--- src/rtl/uer_pkg.sv ---
// uer_pkg: shared types, constants and register indexes for the echo ranger
// used by every module under rtl/, no dependencies of its own
package uer_pkg;

   localparam int COUNT_BITS      = 24;
   localparam int SCALE_FRAC_BITS = 24;
   localparam int SCALE_BITS      = 32;
   localparam int DIST_BITS       = 16;
   localparam int PULSE_BITS      = 16;
   localparam int PROD_BITS       = COUNT_BITS + SCALE_BITS;
   localparam int CSR_INDEX_BITS  = 3;
   localparam int CSR_DATA_BITS   = 32;

   // register indexes on the csr port
   localparam logic [CSR_INDEX_BITS-1:0] CSR_CLEAR_TICKS    = 3'd0;
   localparam logic [CSR_INDEX_BITS-1:0] CSR_TRIGGER_TICKS  = 3'd1;
   localparam logic [CSR_INDEX_BITS-1:0] CSR_MAX_ECHO_TICKS = 3'd2;
   localparam logic [CSR_INDEX_BITS-1:0] CSR_USE_METRIC     = 3'd3;
   localparam logic [CSR_INDEX_BITS-1:0] CSR_SCALE_INCH     = 3'd4;
   localparam logic [CSR_INDEX_BITS-1:0] CSR_SCALE_CM       = 3'd5;

   // register reset values
   localparam logic [PULSE_BITS-1:0] CLEAR_TICKS_RST    = 16'd100;
   localparam logic [PULSE_BITS-1:0] TRIGGER_TICKS_RST  = 16'd500;
   localparam logic [COUNT_BITS-1:0] MAX_ECHO_TICKS_RST = 24'd1900000;
   localparam logic [SCALE_BITS-1:0] SCALE_INCH_RST     = 32'd612140;
   localparam logic [SCALE_BITS-1:0] SCALE_CM_RST       = 32'd1554849;

   typedef struct packed {
      logic start_req;
      logic echo_level;
   } req_type;

   typedef struct packed {
      logic                 trigger_level;
      logic                 busy_res;
      logic                 result_valid;
      logic                 timed_out;
      logic [DIST_BITS-1:0] distance;
   } rsp_type;

   typedef struct packed {
      logic [PULSE_BITS-1:0] clear_ticks;
      logic [PULSE_BITS-1:0] trigger_ticks;
      logic [COUNT_BITS-1:0] max_echo_ticks;
      logic                  use_metric;
      logic [SCALE_BITS-1:0] scale_inch;
      logic [SCALE_BITS-1:0] scale_cm;
   } cfg_type;

   // sequencer result on its way to the scaling stage
   typedef struct packed {
      logic                  trigger_level;
      logic                  busy_res;
      logic                  result_valid;
      logic                  timed_out;
      logic [COUNT_BITS-1:0] ticks;
   } step_type;

   typedef enum logic [4:0] {
      PH_IDLE  = 5'b00001,
      PH_CLEAR = 5'b00010,
      PH_TRIG  = 5'b00100,
      PH_WAIT  = 5'b01000,
      PH_ECHO  = 5'b10000
   } phase_type;

endpackage

--- src/rtl/uer_csr.sv ---
// uer_csr: configuration register file of the echo ranger
// depends on uer_pkg for the register indexes, reset values and cfg_type
module uer_csr import uer_pkg::*; (
   input  logic                      clock,
   input  logic                      reset,
   input  logic                      csr_valid,
   output logic                      csr_ready,
   input  logic [CSR_INDEX_BITS-1:0] csr_index,
   input  logic [CSR_DATA_BITS-1:0]  csr_wdata,
   output cfg_type                   cfg
);

   cfg_type cfg_ff;
   cfg_type cfg_in;

   assign csr_ready = 1'b1;
   assign cfg       = cfg_ff;

   always_comb begin
      cfg_in = cfg_ff;
      if (csr_valid) begin
         case (csr_index)
            CSR_CLEAR_TICKS:    cfg_in.clear_ticks    = csr_wdata[PULSE_BITS-1:0];
            CSR_TRIGGER_TICKS:  cfg_in.trigger_ticks  = csr_wdata[PULSE_BITS-1:0];
            CSR_MAX_ECHO_TICKS: cfg_in.max_echo_ticks = csr_wdata[COUNT_BITS-1:0];
            CSR_USE_METRIC:     cfg_in.use_metric     = csr_wdata[0];
            CSR_SCALE_INCH:     cfg_in.scale_inch     = csr_wdata[SCALE_BITS-1:0];
            CSR_SCALE_CM:       cfg_in.scale_cm       = csr_wdata[SCALE_BITS-1:0];
            default: ;  // unmapped index, write dropped
         endcase
      end
   end

   always_ff @(posedge clock) begin
      if (reset) begin
         cfg_ff.clear_ticks    <= CLEAR_TICKS_RST;
         cfg_ff.trigger_ticks  <= TRIGGER_TICKS_RST;
         cfg_ff.max_echo_ticks <= MAX_ECHO_TICKS_RST;
         cfg_ff.use_metric     <= 1'b0;
         cfg_ff.scale_inch     <= SCALE_INCH_RST;
         cfg_ff.scale_cm       <= SCALE_CM_RST;
      end else begin
         cfg_ff <= cfg_in;
      end
   end

endmodule

--- src/rtl/uer_seq.sv ---
// uer_seq: per-tick measurement sequencer (clear, trigger, wait, echo)
// depends on uer_pkg; feeds a registered step result to uer_dist
module uer_seq import uer_pkg::*; (
   input  logic     clock,
   input  logic     reset,
   input  cfg_type  cfg,
   input  logic     req_accept,
   input  req_type  req_data,
   input  logic     step_take,
   output logic     step_valid,
   output step_type step_data
);

   phase_type             phase_ff,      phase_in;
   logic [COUNT_BITS-1:0] tick_count_ff, tick_count_in;
   logic [COUNT_BITS-1:0] echo_width_ff, echo_width_in;
   logic                  step_valid_ff;
   step_type              step_ff,       step_in;

   logic [COUNT_BITS-1:0] limit;
   logic [COUNT_BITS:0]   cnt_inc;
   logic [COUNT_BITS:0]   width_inc;

   // a zero limit behaves as one
   assign limit = (cfg.max_echo_ticks == '0) ? COUNT_BITS'(1) : cfg.max_echo_ticks;

   always_comb begin
      phase_type             ph;
      logic [COUNT_BITS-1:0] cnt;
      logic [COUNT_BITS-1:0] wid;
      logic                  trig;
      logic                  done;
      logic                  tmo;

      ph   = phase_ff;
      cnt  = tick_count_ff;
      wid  = echo_width_ff;
      trig = 1'b0;
      done = 1'b0;
      tmo  = 1'b0;
      cnt_inc   = '0;
      width_inc = '0;

      if (ph == PH_IDLE && req_data.start_req) begin
         ph  = PH_CLEAR;
         cnt = '0;
      end

      // trigger held low
      if (ph == PH_CLEAR) begin
         if (cnt >= COUNT_BITS'(cfg.clear_ticks)) begin
            ph  = PH_TRIG;
            cnt = '0;
         end else begin
            cnt = cnt + COUNT_BITS'(1);
         end
      end

      // trigger pulse, a zero width falls straight through
      if (ph == PH_TRIG) begin
         if (cnt >= COUNT_BITS'(cfg.trigger_ticks)) begin
            ph  = PH_WAIT;
            cnt = '0;
         end else begin
            trig = 1'b1;
            cnt  = cnt + COUNT_BITS'(1);
         end
      end

      // wait for echo rise with timeout
      if (ph == PH_WAIT) begin
         if (req_data.echo_level) begin
            ph  = PH_ECHO;
            wid = '0;
         end else begin
            cnt_inc = {1'b0, cnt} + (COUNT_BITS+1)'(1);
            cnt     = cnt_inc[COUNT_BITS-1:0];
            if (cnt_inc >= {1'b0, limit}) begin
               ph   = PH_IDLE;
               done = 1'b1;
               tmo  = 1'b1;
               wid  = '0;
            end
         end
      end

      // echo width, capped at the limit
      if (ph == PH_ECHO) begin
         if (req_data.echo_level) begin
            width_inc = {1'b0, wid} + (COUNT_BITS+1)'(1);
            wid       = width_inc[COUNT_BITS-1:0];
            if (width_inc >= {1'b0, limit}) begin
               wid  = limit;
               ph   = PH_IDLE;
               done = 1'b1;
               tmo  = 1'b1;
            end
         end else begin
            ph   = PH_IDLE;
            done = 1'b1;
         end
      end

      phase_in      = ph;
      tick_count_in = cnt;
      echo_width_in = wid;

      step_in.trigger_level = trig;
      step_in.busy_res      = (ph != PH_IDLE);
      step_in.result_valid  = done;
      step_in.timed_out     = tmo;
      step_in.ticks         = done ? wid : '0;
   end

   always_ff @(posedge clock) begin
      if (reset) begin
         phase_ff      <= PH_IDLE;
         tick_count_ff <= '0;
         echo_width_ff <= '0;
      end else if (req_accept) begin
         phase_ff      <= phase_in;
         tick_count_ff <= tick_count_in;
         echo_width_ff <= echo_width_in;
      end
   end

   // a tick is only accepted while this stage is empty or draining
   always_ff @(posedge clock) begin
      if (reset) begin
         step_valid_ff <= 1'b0;
      end else if (req_accept) begin
         step_valid_ff <= 1'b1;
      end else if (step_take) begin
         step_valid_ff <= 1'b0;
      end
   end

   always_ff @(posedge clock) begin
      if (req_accept) begin
         step_ff <= step_in;
      end
   end

   assign step_valid = step_valid_ff;
   assign step_data  = step_ff;

   a_tmo_only_on_done : assert property (@(posedge clock) disable iff (reset)
      step_valid_ff && step_ff.timed_out |-> step_ff.result_valid)
      else $error("timeout flag without completion");

   a_done_leaves_idle : assert property (@(posedge clock) disable iff (reset)
      step_valid_ff && step_ff.result_valid |-> !step_ff.busy_res && phase_ff == PH_IDLE)
      else $error("completion while sequencer still busy");

   a_trig_in_pulse : assert property (@(posedge clock) disable iff (reset)
      step_valid_ff && step_ff.trigger_level |-> phase_ff == PH_TRIG)
      else $error("trigger high outside the pulse phase");

   a_step_holds : assert property (@(posedge clock) disable iff (reset)
      step_valid_ff && !step_take |=> step_valid_ff && $stable(step_ff))
      else $error("held step result changed");

endmodule

--- src/rtl/uer_dist.sv ---
// uer_dist: tick count to Q8.8 distance scaling and the result register
// depends on uer_pkg; takes the step result from uer_seq
module uer_dist import uer_pkg::*; (
   input  logic     clock,
   input  logic     reset,
   input  cfg_type  cfg,
   input  logic     step_valid,
   input  step_type step_data,
   output logic     step_take,
   output logic     rsp_valid,
   input  logic     rsp_stall,
   output rsp_type  rsp_data
);

   logic                  rsp_valid_ff;
   rsp_type               rsp_ff;
   rsp_type               rsp_in;
   logic [SCALE_BITS-1:0] scale;
   logic [PROD_BITS-1:0]  prod;

   assign scale = cfg.use_metric ? cfg.scale_cm : cfg.scale_inch;
   assign prod  = PROD_BITS'(step_data.ticks) * PROD_BITS'(scale);

   always_comb begin
      rsp_in.trigger_level = step_data.trigger_level;
      rsp_in.busy_res      = step_data.busy_res;
      rsp_in.result_valid  = step_data.result_valid;
      rsp_in.timed_out     = step_data.timed_out;
      // saturate once the integer part no longer fits
      if (prod[PROD_BITS-1:SCALE_FRAC_BITS+DIST_BITS] != '0) begin
         rsp_in.distance = '1;
      end else begin
         rsp_in.distance = prod[SCALE_FRAC_BITS+DIST_BITS-1:SCALE_FRAC_BITS];
      end
   end

   assign step_take = !rsp_valid_ff || !rsp_stall;

   always_ff @(posedge clock) begin
      if (reset) begin
         rsp_valid_ff <= 1'b0;
      end else if (step_take) begin
         rsp_valid_ff <= step_valid;
      end
   end

   always_ff @(posedge clock) begin
      if (step_take && step_valid) begin
         rsp_ff <= rsp_in;
      end
   end

   assign rsp_valid = rsp_valid_ff;
   assign rsp_data  = rsp_ff;

endmodule

--- src/rtl/ultrasonic_echo_ranger.sv ---
// ultrasonic_echo_ranger: top level of the ultrasonic echo ranging block
// depends on uer_pkg, uer_csr, uer_seq and uer_dist
//
// usage
// - each req transaction is one tick: start_req asks for a measurement when
//   idle, echo_level is the sampled echo pin for that tick
// - every req transaction yields exactly one rsp transaction carrying the
//   trigger pin level, busy, and on the completing tick result_valid,
//   timed_out and the Q8.8 distance (inch or cm, saturated at 65535)
// - a transaction moves when valid is high and stall is low
// - a tick passes the sequencer register, then the scaling stage
//   with its 24x32 multiply feeding the rsp register
// - throughput is one transaction per cycle unless req_stall is high; the
//   sequencer state steps once per tick, the multiply sits in its own stage
// - req_stall rises only when both stages hold data and rsp_stall is high,
//   so a waiting result never blocks the next tick while a stage is free
// - reset is synchronous: sequencer idle, counters zero, both stages empty,
//   registers back to their defaults
// - csr writes are always taken (csr_ready tied high); write only while
//   no measurement is running and the pipeline has drained
module ultrasonic_echo_ranger import uer_pkg::*; (
   input  logic                      clock,
   input  logic                      reset,
   // tick input
   input  logic                      req_valid,
   output logic                      req_stall,
   input  req_type                   req_data,
   // per-tick results
   output logic                      rsp_valid,
   input  logic                      rsp_stall,
   output rsp_type                   rsp_data,
   // register writes
   input  logic                      csr_valid,
   output logic                      csr_ready,
   input  logic [CSR_INDEX_BITS-1:0] csr_index,
   input  logic [CSR_DATA_BITS-1:0]  csr_wdata
);

   cfg_type  cfg;
   logic     step_take;
   logic     step_valid;
   step_type step_data;
   logic     req_accept;

   // sequencer stage is free when empty or when it drains this cycle
   assign req_stall  = step_valid && !step_take;
   assign req_accept = req_valid && !req_stall;

   uer_csr u_csr (
      .clock     (clock),
      .reset     (reset),
      .csr_valid (csr_valid),
      .csr_ready (csr_ready),
      .csr_index (csr_index),
      .csr_wdata (csr_wdata),
      .cfg       (cfg)
   );

   // phase machine and tick / echo-width counters
   uer_seq u_seq (
      .clock      (clock),
      .reset      (reset),
      .cfg        (cfg),
      .req_accept (req_accept),
      .req_data   (req_data),
      .step_take  (step_take),
      .step_valid (step_valid),
      .step_data  (step_data)
   );

   // scale multiply, saturation and output register
   uer_dist u_dist (
      .clock      (clock),
      .reset      (reset),
      .cfg        (cfg),
      .step_valid (step_valid),
      .step_data  (step_data),
      .step_take  (step_take),
      .rsp_valid  (rsp_valid),
      .rsp_stall  (rsp_stall),
      .rsp_data   (rsp_data)
   );

endmodule
--- config.mk ---
export PLATFORM = sky130hd
export DESIGN_NAME = ultrasonic_echo_ranger
export DESIGN_NICKNAME = d
export VERILOG_FILES = /design/src/rtl/uer_pkg.sv /design/src/rtl/uer_csr.sv /design/src/rtl/uer_seq.sv /design/src/rtl/uer_dist.sv /design/src/rtl/ultrasonic_echo_ranger.sv
export SDC_FILE = /design/constraint.sdc
export NUM_CORES = 2
export LEC_CHECK = 0
export BUFFER_PORTS_ARGS = -buffer_cell sky130_fd_sc_hd__buf_2
export CAP_MARGIN = 20
export CORE_AREA = 5 5 314 316
export CTS_CLUSTER_SIZE = 25
export DETAILED_ROUTE_END_ITERATION = 8
export DIE_AREA = 0 0 319 321
export MAX_ROUTING_LAYER = met4
export PLACE_DENSITY = 0.59
export SLEW_MARGIN = 15
export SYNTH_ARGS = -nofsm -noshare
export SYNTH_HDL_FRONTEND = slang
export SYNTH_SLANG_ARGS = --single-unit
--- constraint.sdc ---
create_clock -name clock -period 21.7 [get_ports clock]
set_input_delay 1.085 -clock clock [delete_from_list [all_inputs] [get_ports clock]]
set_output_delay 1.085 -clock clock [all_outputs]
set_load 0.1 [all_outputs]
==> impl_results.md <==
* Outcome: complete, no violations
* RSZ-0062 raised after global routing: false
* Boundary Pins at 65
* Port bufs at 63
* Count of final max-slew check failures at 0
* CTS tree: done
* Post-CTS sizing at 0
* Post-synth EDFFs at 48
* Worst slew pin tran at 1.07 ns
* Clock Sinks at ~220
* Top FF cell, synth: dfxtp_1
* Asr flop ratio synth at 0%
* CP Max Fanout at 46
* Area of the core at 95700 um2
* H-tree Lvls at 1
* Vias in the first global route at 31100
* Avg Synthesized Cell Area at around 8.5 um2
* HPWL after DPL at 88100 um
* Highest ir drop seen on vdd at 202 uV
* Leading cell types in the layout, fill and taps excluded: 774 x nand2_1, 744 x inv_1, 657 x fa_1, 375 x and2_1, 262 x ha_1
* Die area at 102000 um2
* Clock Latency Late Sink at 0.61 ns
* Sw Share at ~51%
* Die Width at 319 um
* Antenna-violating nets left at 0
* Initial antenna violation count at 0
* Yosys cell types at 92
* Hold slack at 0.435 ns
* WL/cell at 20.8 um
* Kind of critical path: flop to flop
* Share of layout cells above drive strength 1 at 5.56%
* Root buffer cell: clkbuf_16
* Commonest non-fill, non-tap cell in the layout: nand2_1
* P_leak at around 0.018 uW
* Synth Register Bits at 224
* Setup slack at placement at 4.69 ns
* CP required at between 20 and 25 ns
* Clock Path Buffers at 3
* Fmax at 0.0585 GHz
* Register area share after synthesis at 13.1%
* Min cycle time layout at ~17 ns
* Power share of the combinational group at 71.5%
* Clock network power share at 14.3%
* Total Power at 3310 uW
* Syn Inst Count at 4434
* Internal at approximately 1600 uW
* Final nets at about 5300
* Core Rows at ~110
* Worst Skew at 0.0271 ns
* Net Count, Synth at around 5400
* Setup slack, reg-to-reg at 4.62 ns
* Pin count of the biggest net entering global routing at 82
* Area Overhead vs Synth at 6.11%
* DR vias/cell at between 5 and 6
* Die height at 321 um
* Via count at around 30000
* DRC violations left at 0
* Yosys warning total at 0
* Worst slew margin at 28.2%
* NetSw at 1700 uW
* Critical-path top delay cell: nor3_1
* Total CTS buffers at 26
* Final period utilization at 78.7%
* Placer Congestion at 0.966
* Final global-route overflow total at 0
* Crit end category: flop
* Final setup margin at 4.62 ns
* Clk slew on worst S/H paths at around 0.070 ns
* First-pass GRT wire length at 185000 um
* Setup Viol. Count Final at 0
* Detailed Route WL at 117000 um
* Fin. Hold Viols at 0
* Initial Util at 39.5%
* Sequential share of power at 14.2%
* Crit-path max cell delay at 0.86 ns
* WP data arrival at 17.53 ns
* Final core occ at 42.0%
* Startpoint Class: flop
* Pwr dens at a little over 80 nW/um2
* Post-CTS setup buffers at 0
* TNS Setup at 0 ns
* Post-Syn Area at 37800 um2
* Number of hold buffers added after CTS at 0
* Total Routing Usage GR at 23.6%
* Max-Cap Viols at 0
* Initial DRC count at 2122
* Hold Path Class: flop to flop
* Router iterations before antenna repair at 5
[cell usage after synthesis, types with 6 or more instances]
master | number | area [um2]
mux2i_1 | 13 | 130
or2_2 | 7 | 43.8
and2_1 | 374 | 2340
o21ai_0 | 79 | 395
a22oi_1 | 6 | 45.0
a22o_1 | 8 | 70.1
nor2b_1 | 20 | 125
xnor2_1 | 58 | 508
or3_1 | 19 | 119
fa_1 | 657 | 13200
o2111ai_1 | 6 | 52.6
o31ai_1 | 6 | 45.0
a31oi_1 | 29 | 181
a21o_1 | 27 | 203
buf_2 | 13 | 65.1
nand2b_1 | 15 | 93.8
or4_1 | 7 | 52.6
nor3_1 | 52 | 260
o22ai_1 | 7 | 43.8
inv_1 | 746 | 2800
a2111oi_0 | 7 | 61.3
nand2_1 | 774 | 2910
nor4_1 | 21 | 131
and3_1 | 30 | 188
o21a_1 | 21 | 158
edfxtp_1 | 48 | 1440
mux2_2 | 36 | 405
nand3b_1 | 8 | 60.1
a21boi_0 | 8 | 60.1
ha_1 | 262 | 3280
o2bb2ai_1 | 15 | 131
clkbuf_1 | 230 | 863
nand3_1 | 84 | 420
a211oi_1 | 31 | 233
nand4_1 | 35 | 219
o211ai_1 | 31 | 233
a31o_2 | 6 | 52.6
nor2_1 | 133 | 499
a21oi_1 | 176 | 881
xor2_1 | 47 | 412
a211o_1 | 7 | 61.3
a311oi_1 | 9 | 78.8
dfxtp_1 | 176 | 3520
[final cells by class]
class                      count  area (um2)
fill                        9650       55600
multi-input combinational   3212       29100
sequential                   224        4960
inverter                     747        2810
tap                         1276        1600
timing repair buffer         122         761
clock buffer                  34         732
clock inverter                14         165
antenna                        1        2.50
[per-layer routing]
layer  share of wire (%)  up-vias  GRT usage (%)
met5                   0        -              -
met4                 2.8        0           5.81
met3                 6.4      154           3.08
met2                  48      923           39.3
met1                  43    15200           30.9
li1                    -    13700              -
[power groups by stage]
stage                     sequential (uW)  combinational (uW)  clock (uW)
final                                 471                2360         473
after global routing                  473                2630         498
after CTS                             471                2390         484
after detailed placement              480                2350           0
after global placement                480                2360           0
after floorplan                       495                1570           0
[critical path, delay by kind of cell (launching register included)]
kind	cells	cell delay, ns
AO/OA/AOI/OAI	15	3.53
AND/OR/NAND/NOR	31	10.07
XOR/XNOR	2	0.39
flip-flops	1	0.47
adder cells (fa/ha/maj)	5	1.43
buffers and inverters	4	0.96
[flip-flops by register name (all words and copies together) (netlist names)]
signal	count
u_seq.phase_ff	5
u_csr.cfg	121
u_dist.rsp_valid	1
u_seq.step_valid	1
u_dist.rsp_data	20
u_seq.echo_width_ff	24
u_seq.step_data	28
u_seq.tick_count_ff	24
[cells by family after synthesis]
kind of cell    after synthesis  share of synthesized area [%]
fa+ha+maj                   919                           43.4
buf+inv                     998                           10.0
mux                          49                           1.42
flops                       224                           13.1
compound gates              524                           9.02
simple gates               1614                           20.6
xor+xnor                    105                           2.43
other cells                   1                        0.00991
[through the flow]
stage | area, um2 | cells
2_1_floorplan | 37800 | 4434
3_3_place_gp | 39200 | 5580
3_5_place_dp | 39200 | 5580
4_1_cts | 40100 | 5628
5_1_grt | 40200 | 5629
6_report | 40200 | 5630
[path summary, 6_finish.rpt]
kind | cells after the start | end | from
hold reg to reg | 0 | u_dist.rsp_data[19] | u_seq.step_data[27]
hold / removal | 0 | u_dist.rsp_data[19] | u_seq.step_data[27]
setup reg to reg | 57 | u_seq.step_data[4] | u_seq.phase_ff[4]
setup / recovery | 57 | u_seq.step_data[4] | u_seq.phase_ff[4]
No activity file was read; power rests on OpenSTA's default activity.
